File: config.mk
export PLATFORM = sky130hd
export DESIGN_NAME = bpq_ram
export DESIGN_NICKNAME = d
export VERILOG_FILES = /design/src/rtl/core/bpq_ram.sv
export SDC_FILE = /design/constraint.sdc
export NUM_CORES = 1
export LEC_CHECK = 0
export ABC_AREA = 1
export BUFFER_PORTS_ARGS = -buffer_cell sky130_fd_sc_hd__buf_2
export CAP_MARGIN = 20
export CORE_ASPECT_RATIO = 1.25
export CORE_MARGIN = 2
export CORE_UTILIZATION = 40
export CTS_CLUSTER_DIAMETER = 30
export DETAILED_ROUTE_END_ITERATION = 7
export PLACE_DENSITY_LB_ADDON = 0.15
export SYNTH_ARGS = -nofsm -noshare
export SYNTH_HDL_FRONTEND = slang
export SYNTH_SLANG_ARGS = --single-unit
File: constraint.sdc
create_clock -name clk -period 1.3 [get_ports clk]
set_input_delay 0.13 -clock clk [delete_from_list [all_inputs] [get_ports clk]]
set_output_delay 0.13 -clock clk [all_outputs]
set_load 0.02 [all_outputs]
File: src/rtl/core/bpq_ram.sv
// ---------------------------------------------------------------------------
// bpq_ram
// Simple dual-port RAM, one write and one registered read port.
// ---------------------------------------------------------------------------
`timescale 1ns / 1ps

module bpq_ram #(
  parameter int unsigned WIDTH = 8,
  parameter int unsigned DEPTH = 32
) (
  input  logic                     clk,
  input  logic                     we,
  input  logic [$clog2(DEPTH)-1:0] waddr,
  input  logic [WIDTH-1:0]         wdata,
  input  logic [$clog2(DEPTH)-1:0] raddr,
  output logic [WIDTH-1:0]         rdata
);

  logic [WIDTH-1:0] mem [DEPTH];

  always_ff @(posedge clk) begin
    if (we) mem[waddr] <= wdata;
    rdata <= mem[raddr];
  end

endmodule

# Word level (Yosys, flattened, before mapping)
# Memories as Yosys holds them, arrays and structs flattened. A register that Yosys moved wholly into a read port is not among the register bits.
# Index checks and enable logic that the tools add are counted.
[totals] mem_bits_rw=256 register_bits=0 output_inout_bits=8 elab_cells=3 memories=1 in_bits=20
[classes] mux=2
[mem_list] name="mem" depth=32 word_bits=8 read_ports=1 rd_ports_with_merged_regs=1 write_ports=1 line="19" rtl="logic [WIDTH-1:0] mem [DEPTH];"
[op_table] cell="$mux 1" count=2

# Logic depth before layout (Yosys ltp)
# Gate-level depths: netlist of the first run.
[logic_depth] depth_word=2 ltp_mapped=11 mapped_depth_nobuf=9

# Worst setup path after synthesis of the first run
# No wires, ideal clock.
[synth_path] kind="input port to flip-flop" start="input waddr[0]" end="memory mem[0][0] (enable)" path_slack_ns=0.136 t_arrival_ns=0.794 setup_ns=0.370 required_time_ns=0.930 path_stages=3 path_cell_list="inv_1 nand3_1 nor2_1"
[synth_rtl] element="from (decl)" line="13" rtl="input logic [$clog2(DEPTH)-1:0] waddr,"
[synth_rtl] element="to (decl)" line="19"
# Straight into the memory's write port.

# Final worst setup path of the first run
[layout_path] start="register rdata[1], read port of mem" end="output rdata[1]"
[layout_rtl] element="from (decl)" line="16" rtl="output logic [WIDTH-1:0] rdata"
# No word-level cell between the ends.

==> results of run 1 <==
==> logic make-up (layout without fill, tap and decap cells) <==
group | count (synthesis) | count (layout) | synth area share (%)
AND/OR/NAND/NOR | 596 | 596 | 23.1
flip-flops | 264 | 264 | 72.8
buffers and inverters | 62 | 193 | 4.14
==> layout by cell type, fill, tap and decap left out <==
cell	instances
inv_1	8
inv_2	1
dlygate4sd3_1	1
edfxtp_1	256
buf_4	55
buf_2	26
bufinv_16	10
nand2_1	360
clkbuf_16	47
nand3_1	204
clkinv_2	4
inv_4	1
buf_12	17
clkinv_4	5
inv_6	5
dfxtp_1	8
clkinv_1	7
nor2_1	32
clkinvlp_4	6
==> flip-flops by register name, summed over array words and instances (netlist names) <==
| signal | count |
|---|---|
| rdata | 8 |
| mem | 256 |
==> timing repair <==
action	4_1_cts	5_1_grt
hold endpoints to repair	8	0
resized for setup	0	0
setup endpoints to repair	0	0
hold buffers	1	0
==> through the flow <==
step	setup WS [ps]	utilization (%)	cell area, um^2	TNS [ps]	total power, mW
after CTS	35.9	50.1	13400	0	23.7
after global placement	-129	43.9	11700	-462	11.0
after detailed placement	-144	43.9	11700	-670	11.0
final	63.5	50.1	13400	0	23.6
after global routing	15.7	50.1	13400	0	24.3
after floorplan	136	-	10800	0	10.4
==> layer usage <==
| layer | vias to the layer above | track usage, % |
|---|---|---|
| li1 | 3411 | - |
| met1 | 3355 | 27.2 |
| met2 | 181 | 32.6 |
| met3 | 56 | 3.14 |
| met4 | 0 | 6.69 |
| met5 | - | 0 |
==> cell type report <==
cell class | instances | share of cell area (%)
repair buffers | 99 | 6.69
clock inverters | 37 | 3.59
flip-flops and latches | 264 | 58.7
multi-input cells | 596 | 18.7
clock buffers | 47 | 8.80
well taps | 345 | 3.23
inverters | 10 | 0.300
==> worst min path at each step <==
stage                     startpoint   endpoint  slack (ps)
after floorplan             wdata[0]  mem[0][0]         230
after CTS                   wdata[2]  mem[1][2]           7
after detailed placement    raddr[4]   rdata[7]         460
after global routing        wdata[2]  mem[1][2]          30
final                       wdata[2]  mem[1][2]          30
after global placement      raddr[4]   rdata[3]         460
==> power by group <==
group | total [mW] | switching [mW] | internal (mW)
Combinational | 1.29 | 0.877 | 0.411
Clock | 12.8 | 4.16 | 8.59
Sequential | 9.52 | 0.0456 | 9.47
Total | 23.6 | 5.08 | 18.5
==> metrics, run 1 <==
crit path launch rdata[1]; Sink Count 264; CP Class flip-flop to output port; Max clock buf depth 3; slowest stage delay, CP 390 ps; Synth async-reset ratio 0%; die outline width 151 um; TritonCTS clock tree yes; Synth Warn # 0; top post-synthesis cells by count 360 x nand2_1, 256 x edfxtp_1, 204 x nand3_1; hold depth 1; vias post-DR 7,003; final hold slack 26.3 ps; Crit path buffers/inverters 1; critical path arrival 1110 ps; Starting Density 40.5%; Setup crit end kind output port; Synthesized Nets 942; Main synth FF type edfxtp_1; f_max around 810 MHz; vias in the first global route 7,167; Storage cell area 0.00785 mm^2; via density per instance roughly 5; clock skew 20.1 ps; reg-to-reg setup timing slack 180 ps; flops & latches, synth 264; Final Hold Vio Count 0; met1 WL 12,000 um; final worst path period need between 1000 and 1500 ps; Post-synth EDFFs 256; final routed DRC violation total 0; Post-Syn Area per Cell 11.7 um^2; Crit Path Max Fanout 1; Worst-Skew Late Latency 530 ps; Cell Pwr Density 1760 mW/mm^2; Worst Path Required 1170 ps; Hold Path Class input port to flip-flop; post-synth cell types 12; # setup viols final 0; Worst Setup EP rdata[1]; area occupied by multi-input gates 0.00249 mm^2; share of cells above drive strength 1 between 10% and 20%; top-count cell post-synth nand2_1; Synth area leader edfxtp_1; WL met3 1260 um; grt total ovfl 0; CP max-delay cell dfxtp_1; Die Area approximately 0.028 mm^2; Num CTS Buffers 45; post-synth top area share around 71%; Layout Nets between 1,000 and 1,500; Final Wtd Congestion 0.830; Post-Syn Area around 0.011 mm^2; post-route ant nets 0; highest metal used met4; max cap viols 0; Ant. Diodes 0; Wirelength per Cell 19.3 um; row cnt 67; Max Slew Vio Count 0; Area Overhead vs Synth 23.9%; H-Tree Depth 2; Max VDD drop 1110 uV; Clock Pin Slew Worst Setup and Hold Paths 50 ps; cell family with most CP delay flip-flops; gr usage total 19.9%; top post-synthesis cells by area edfxtp_1 71%, nand2_1 13%, nand3_1 9.5%; Placed Cells 1,313; IO Count 28; share of the yosys chip area belonging to registers 72.8%; worst-path cell chain buf_2; Worst-Margin Slew 762 ps; critical path depth in cells 1; buffers added on ports 27; largest net degree at the start of global routing 51; first-pass GRT wire length 42,200 um; initial antenna violation count 0; Reg-to-Reg End rdata[3]; R2R cell count 8; Post-Syn Instances 922; core area about 0.027 mm^2; outcome finished clean; worst r2r src mem[11][3]; Post-DP HPWL 16,700 um; RSZ-0062 raised after global routing false; Slew Limit Headroom 49.2%; CP startpoint kind flip-flop; final wirelength 27,000 um; root buffer cell clkbuf_16; Die Span Y 188 um; drt pass-1 iters 5; non-filler cells in the finished layout roughly 1,400; postcts setup bufs 0; period utilization 95.1%; filler cell count 2,372; static leakage 5.11 nW; DRT iter0 DRCs approximately 500; met2 WL post-DR 13,000 um
No activity file was read; power rests on OpenSTA's default activity.
==> inputs of run 2 (changes only) <==
--- a/config.mk
+++ b/config.mk
@@ -5,7 +5,7 @@
 export SDC_FILE = /design/constraint.sdc
 export NUM_CORES = 1
 export LEC_CHECK = 0
-export ABC_AREA = 1
+export ABC_AREA = 0
 export BUFFER_PORTS_ARGS = -buffer_cell sky130_fd_sc_hd__buf_2
 export CAP_MARGIN = 20
 export CORE_ASPECT_RATIO = 1.25
==> run 2 against run 1 <==
  * The run now ends with setup timing left
  * Global-route usage is 3.1 points lower
  * Sequential power hardly changed
  * Power is 12% lower
  * Die area is 6.6% lower
  * Largest power group unchanged
  * Clock-buffer cell count is 4 lower
  * First-iteration DRC count is 33% lower
  * Combinational power is 14% lower
==> metrics, run 2 <==
outcome finished, violations left; failing checks setup timing; Worst-Skew Late Latency 510 ps (-20 ps); gr usage total 16.9% (-3.1 points); Hold Path Class input port to flip-flop; Post-Syn Area per Cell 24.1 um^2 (+110%); IO Count 28 (unchanged); vias in the first global route 4,938 (-31%); max reg flops 256 (unchanged); final hold slack 47.7 ps (+21.5 ps); Setup crit end kind flip-flop; period utilization 140% (+45 points); Crit Path Max Fanout 1 (unchanged); commonest non-fill, non-tap cell in the layout edfxtp_1; crit path launch mem[21][5]; critical path depth in cells 3 (+2); Final Wtd Congestion 0.745 (-10%); share of cells above drive strength 1 48.0% (+31 points); RSZ-0062 raised after global routing true; die outline width 146 um (-3.4%); Main synth FF type edfxtp_1; Layout Nets 553 (-47%); H-Tree Depth 2 (unchanged); Num CTS Buffers 38 (-16%); Cell Pwr Density 1630 mW/mm^2 (-7.7%); Post-Syn Instances 417 (-55%); Starting Density 40.9% (+0.43 points); Worst-Margin Slew 603 ps (-160 ps); Post-DP HPWL 14,100 um (-16%); final worst path period need 1820 ps (+584 ps); postcts setup bufs 0 (unchanged); via density per instance 5.24 (+4.6%); setup tns final -3840 ps (-3840 ps); max cap viols 0 (unchanged); initial antenna violation count 0 (unchanged); drt pass-1 iters 4 (-1); post-synth top area share 76.5% (+5.2 points); CP startpoint kind flip-flop; CP max-delay cell mux4_2; buffers added on ports 27 (unchanged); worst r2r src mem[21][5]; Final Hold Vio Count 0 (unchanged); Max Slew Vio Count 0 (unchanged); filler cell count 1,937 (-18%); TritonCTS clock tree yes; final wirelength 21,500 um (-20%); critical path arrival 2210 ps (+1100 ps); Synth async-reset ratio 0% (unchanged); Ant. Diodes 0 (unchanged); Area Overhead vs Synth 27.0%; Synthesized Nets 437 (-54%); Die Span Y 181 um (-3.4%); worst-path cell chain mux4_2, mux4_2, mux2_4; final setup margin -521 ps (-584 ps); Max clock buf depth 3 (unchanged); top-count cell post-synth edfxtp_1; post-route ant nets 0 (unchanged); Synth area leader edfxtp_1; DRT iter0 DRCs 331 (-33%); top post-synthesis cells by count 256 x edfxtp_1, 80 x mux4_2, 33 x nor2_1; largest net degree at the start of global routing 33 (-35%); Setup WS pre-CTS -848 ps (-704 ps); slowest stage delay, CP 530 ps (+140 ps); cell family with most CP delay multiplexers; hold path startpoint wdata[0]; Worst Setup EP rdata[5]; Slew Limit Headroom 59.8% (+11 points); cell mode on critical path mux4_2; vias post-DR 4,676 (-33%); Post-Syn Area 0.0101 mm^2 (-6.8%); # setup viols final 8 (+8); flops & latches, synth 264 (unchanged); most flop-heavy register mem; final routed DRC violation total 0 (unchanged); Sink Count 264 (unchanged); R2R cell count 3 (-5); Die Area 0.0264 mm^2 (-6.6%); Post-synth EDFFs 256 (unchanged); top post-synthesis cells by area edfxtp_1 76%, mux4_2 18%, dfxtp_1 1.6%; Synth Warn # 0 (unchanged); Wirelength per Cell 24.1 um (+25%); Worst Path Required 1690 ps (+520 ps); biggest registers after layout mem (256), rdata (8); Reg-to-Reg End rdata[5]; share of the yosys chip area belonging to registers 78.1% (+5.3 points); core area 0.0246 mm^2 (-7.8%); grt total ovfl 0 (unchanged); f_max 549 MHz (-32%); reg-to-reg setup timing slack -520 ps (-700 ps); first-pass GRT wire length 32,200 um (-24%); CP Class flip-flop to flip-flop; post-synth cell types 15 (+3); clock skew 12.0 ps (-8.07 ps); Clock Pin Slew Worst Setup and Hold Paths 60 ps (about the same); most frequent cells in the layout 256 x edfxtp_1, 80 x mux4_2, 42 x buf_4; row cnt 64 (-4.5%); Max VDD drop 843 uV (-24%); Crit path buffers/inverters 0 (-1); root buffer cell clkbuf_16; static leakage 4.17 nW (-18%)
## run 2: power breakdown
group          internal [mW]  switching, mW
Clock                   6.44           3.73
Combinational          0.536          0.573
Sequential              9.47         0.0415
## run 2: layer usage
metal	up-vias	routed length, um	track usage, %
met5	-	0	0
met4	0	471	5.18
met3	39	1270	2.90
met2	134	10700	27.2
met1	2476	9090	23.7
li1	2027	-	-
## run 2: worst min-delay path by stage
stage	end	slack (ps)	depth (start not counted)
2_1_floorplan	mem[0][0]	230	0
3_3_place_gp	mem[30][0]	560	2
3_5_place_dp	rdata[5]	560	1
4_1_cts	mem[28][0]	40	2
5_1_grt	mem[31][0]	50	2
6_report	mem[28][0]	50	2
## run 2: cells by family after synthesis
family | Yosys count | synth area share, %
buffers and inverters | 20 | 1.06
and+or+nand+nor | 45 | 2.07
muxes | 88 | 18.8
DFF | 264 | 78.1
## run 2: metrics by stage
stage / power [mW] / instance area, um^2 / utilization (%) / cells
finish: 20.8 / 12800 / 51.9 / 892
global route: 21.5 / 12800 / 51.9 / 892
CTS: 21.0 / 12800 / 51.9 / 892
detailed placement: 10.8 / 11500 / 46.6 / 823
global placement: 10.8 / 11500 / 46.6 / 823
floorplan: 10.3 / 10300 / - / 417
## run 2: final cells by class
cell class | count | area, um^2 | area share (%)
Tap cell | 330 | 413 | 3.23
Sequential cell | 264 | 7850 | 61.4
Clock inverter | 26 | 289 | 2.26
Multi-Input combinational cell | 133 | 2210 | 17.3
Clock buffer | 43 | 1000 | 7.84
Timing Repair Buffer | 96 | 1010 | 7.88
## run 2: repair_timing
action | in CTS | in global routing
setup endpoints to repair | 8 | 8
pin swaps | 0 | 0
hold buffers | 0 | 0
resized for setup | 1 | 5
==> inputs of run 3 (changes only) <==
==> constraint.sdc (replaced) <==
create_clock -name clk -period 1.72 [get_ports clk]
set_input_delay 0.172 -clock clk [delete_from_list [all_inputs] [get_ports clk]]
set_output_delay 0.172 -clock clk [all_outputs]
set_load 0.02 [all_outputs]
==> run 3 against run 2 <==
  * The run still ends with setup timing left
  * Clock skew down 5.6 ps
  * Final cell count down 1.7%
  * Hold slack improved by 83 ps
  * Design area fell by 2.8%
  * Sequential cell count unchanged
  * Power down 21%
  * Register-to-register slack better by 420 ps
  * Die area unchanged
==> metrics, run 3 (synthesis results as in run 2) <==
TritonCTS clock tree yes; CP startpoint kind flip-flop; non-filler cells in the finished layout 877 (-1.7%); Worst Path Required 2120 ps (+430 ps); clock skew 6.40 ps (-5.64 ps); static leakage 4.07 nW (-2.4%); worst r2r src mem[31][6]; Max Slew Vio Count 0 (unchanged); reg-to-reg setup timing slack -100 ps (+420 ps); filler cell count 1,959 (+1.1%); final routed DRC violation total 0 (unchanged); final hold slack 130 ps (+82.5 ps); Cell Pwr Density 1320 mW/mm^2 (-19%); Worst-Margin Slew 630 ps (+27.4 ps); root buffer cell clkbuf_16; Hold Path Class input port to flip-flop; buffers added on ports 27 (unchanged); CTS Hold Bufs 0 (unchanged); failing checks setup timing; critical path arrival 2230 ps (+20 ps); Wirelength per Cell 24.1 um (-0.20%); Core Util, Final 50.5% (-1.4 points); final setup margin -102 ps (+419 ps); grt total ovfl 0 (unchanged); gr usage total 16.4% (-0.42 points); max reg flops 256 (unchanged); Setup WS pre-CTS -402 ps (+446 ps); design area 0.0124 mm^2 (-2.8%); Max clock buf depth 3 (unchanged); most flop-heavy register mem; setup tns final -584 ps (+3260 ps); drt pass-1 iters 4 (unchanged); Layout Nets 535 (-3.3%); H-Tree Depth 2 (unchanged); initial antenna violation count 0 (unchanged); share of cells above drive strength 1 42.6% (-5.4 points); final wirelength 21,100 um (-1.9%); outcome finished, violations left; DRT iter0 DRCs 352 (+6.3%); Setup crit end kind flip-flop; Clock Pin Slew Worst Setup and Hold Paths 50 ps (about the same); Post-DP HPWL 13,200 um (-5.9%); Storage cell area 0.00785 mm^2 (unchanged); Sink Count 264 (unchanged); via density per instance 5.29 (+0.99%); Crit Path Max Fanout 1 (unchanged); final worst path period need 1820 ps (+1.10 ps); first-pass GRT wire length 31,800 um (-1.2%); # setup viols final 8 (unchanged); most frequent cells in the layout 256 x edfxtp_1, 80 x mux4_2, 43 x clkbuf_16; max cap viols 0 (unchanged); R2R cell count 3 (unchanged); hold path startpoint raddr[3]; Area Overhead vs Synth 23.5%; commonest non-fill, non-tap cell in the layout edfxtp_1; area occupied by multi-input gates 0.00213 mm^2 (-4.0%); Num CTS Buffers 42 (+11%); vias post-DR 4,643 (-0.71%); Worst Hold Path EP rdata[0]; biggest registers after layout mem (256), rdata (8); f_max 549 MHz (about the same); Die Span Y 181 um (unchanged); core area 0.0246 mm^2 (unchanged); overall power 16.4 mW (-21%); Ant. Diodes 0 (unchanged); IO Count 28 (unchanged); Reg-to-Reg End rdata[6]; Starting Density 40.9% (unchanged); Slew Limit Headroom 58.0% (-1.8 points); Die Area 0.0264 mm^2 (unchanged); Max VDD drop 676 uV (-20%); CP Class flip-flop to flip-flop; die outline width 146 um (unchanged); hold depth 2 (unchanged); largest net degree at the start of global routing 34 (+3.0%); postcts setup bufs 0 (unchanged); post-route ant nets 0 (unchanged); RSZ-0062 raised after global routing true; vias in the first global route 4,848 (-1.8%); Final Hold Vio Count 0 (unchanged); row cnt 64 (unchanged); Worst-Skew Late Latency 520 ps (about the same); Placement Cell Area 0.0110 mm^2 (-4.4%); period utilization 106% (-34 points); Final Wtd Congestion 0.736 (-1.3%); Placed Cells 801 (-2.7%)
## run 3: changes by cell type in the layout (fill, tap and decap cells not counted), sizes merged
cell / previous run / this run
buf: 96 / 74
bufinv: 4 / 5
inv: 8 / 3
clkbuf: 43 / 53
clkinvlp: 6 / 7
## run 3: final cells by class
type,count,share of cell area (%)
clock buffers,53,9.29
clock inverters,23,2.30
multi-input cells,133,17.1
flip-flops and latches,264,63.2
well taps,330,3.33
repair buffers,74,4.76
## run 3: routing by layer
layer	GRT usage, %	vias up	share of wire [%]
met1	23.7	2520	46
li1	-	1982	-
met2	25.7	111	48
met5	0	-	0
met3	3.21	30	4.3
met4	4.78	0	1.9
## run 3: worst max-delay path: stages, from the launching register on
cell and delay, ps:
edfxtp_1 370, mux4_2 530, mux4_2 540, mux2_4 270
## run 3: where the power goes
part,switching [mW],internal [mW],total [mW],leakage [nW]
clock network,2.91,5.53,8.43,0.683
registers,0.0305,7.17,7.20,2.37
logic,0.413,0.346,0.760,1.01
total,3.35,13.0,16.4,4.07
## run 3: worst max-delay path by stage
stage	slack (ps)	endpoint	start
after floorplan	-50	rdata[0]	raddr[0]
after global placement	-420	rdata[1]	raddr[0]
after detailed placement	-400	rdata[6]	raddr[0]
after CTS	-120	rdata[6]	mem[31][6]
after global routing	-120	rdata[7]	mem[21][7]
final	-100	rdata[6]	mem[31][6]
## run 3: repair_timing
item,CTS,global route
resized for setup,7,0
hold endpoints to repair,0,0
endpoints found under the setup margin,8,8
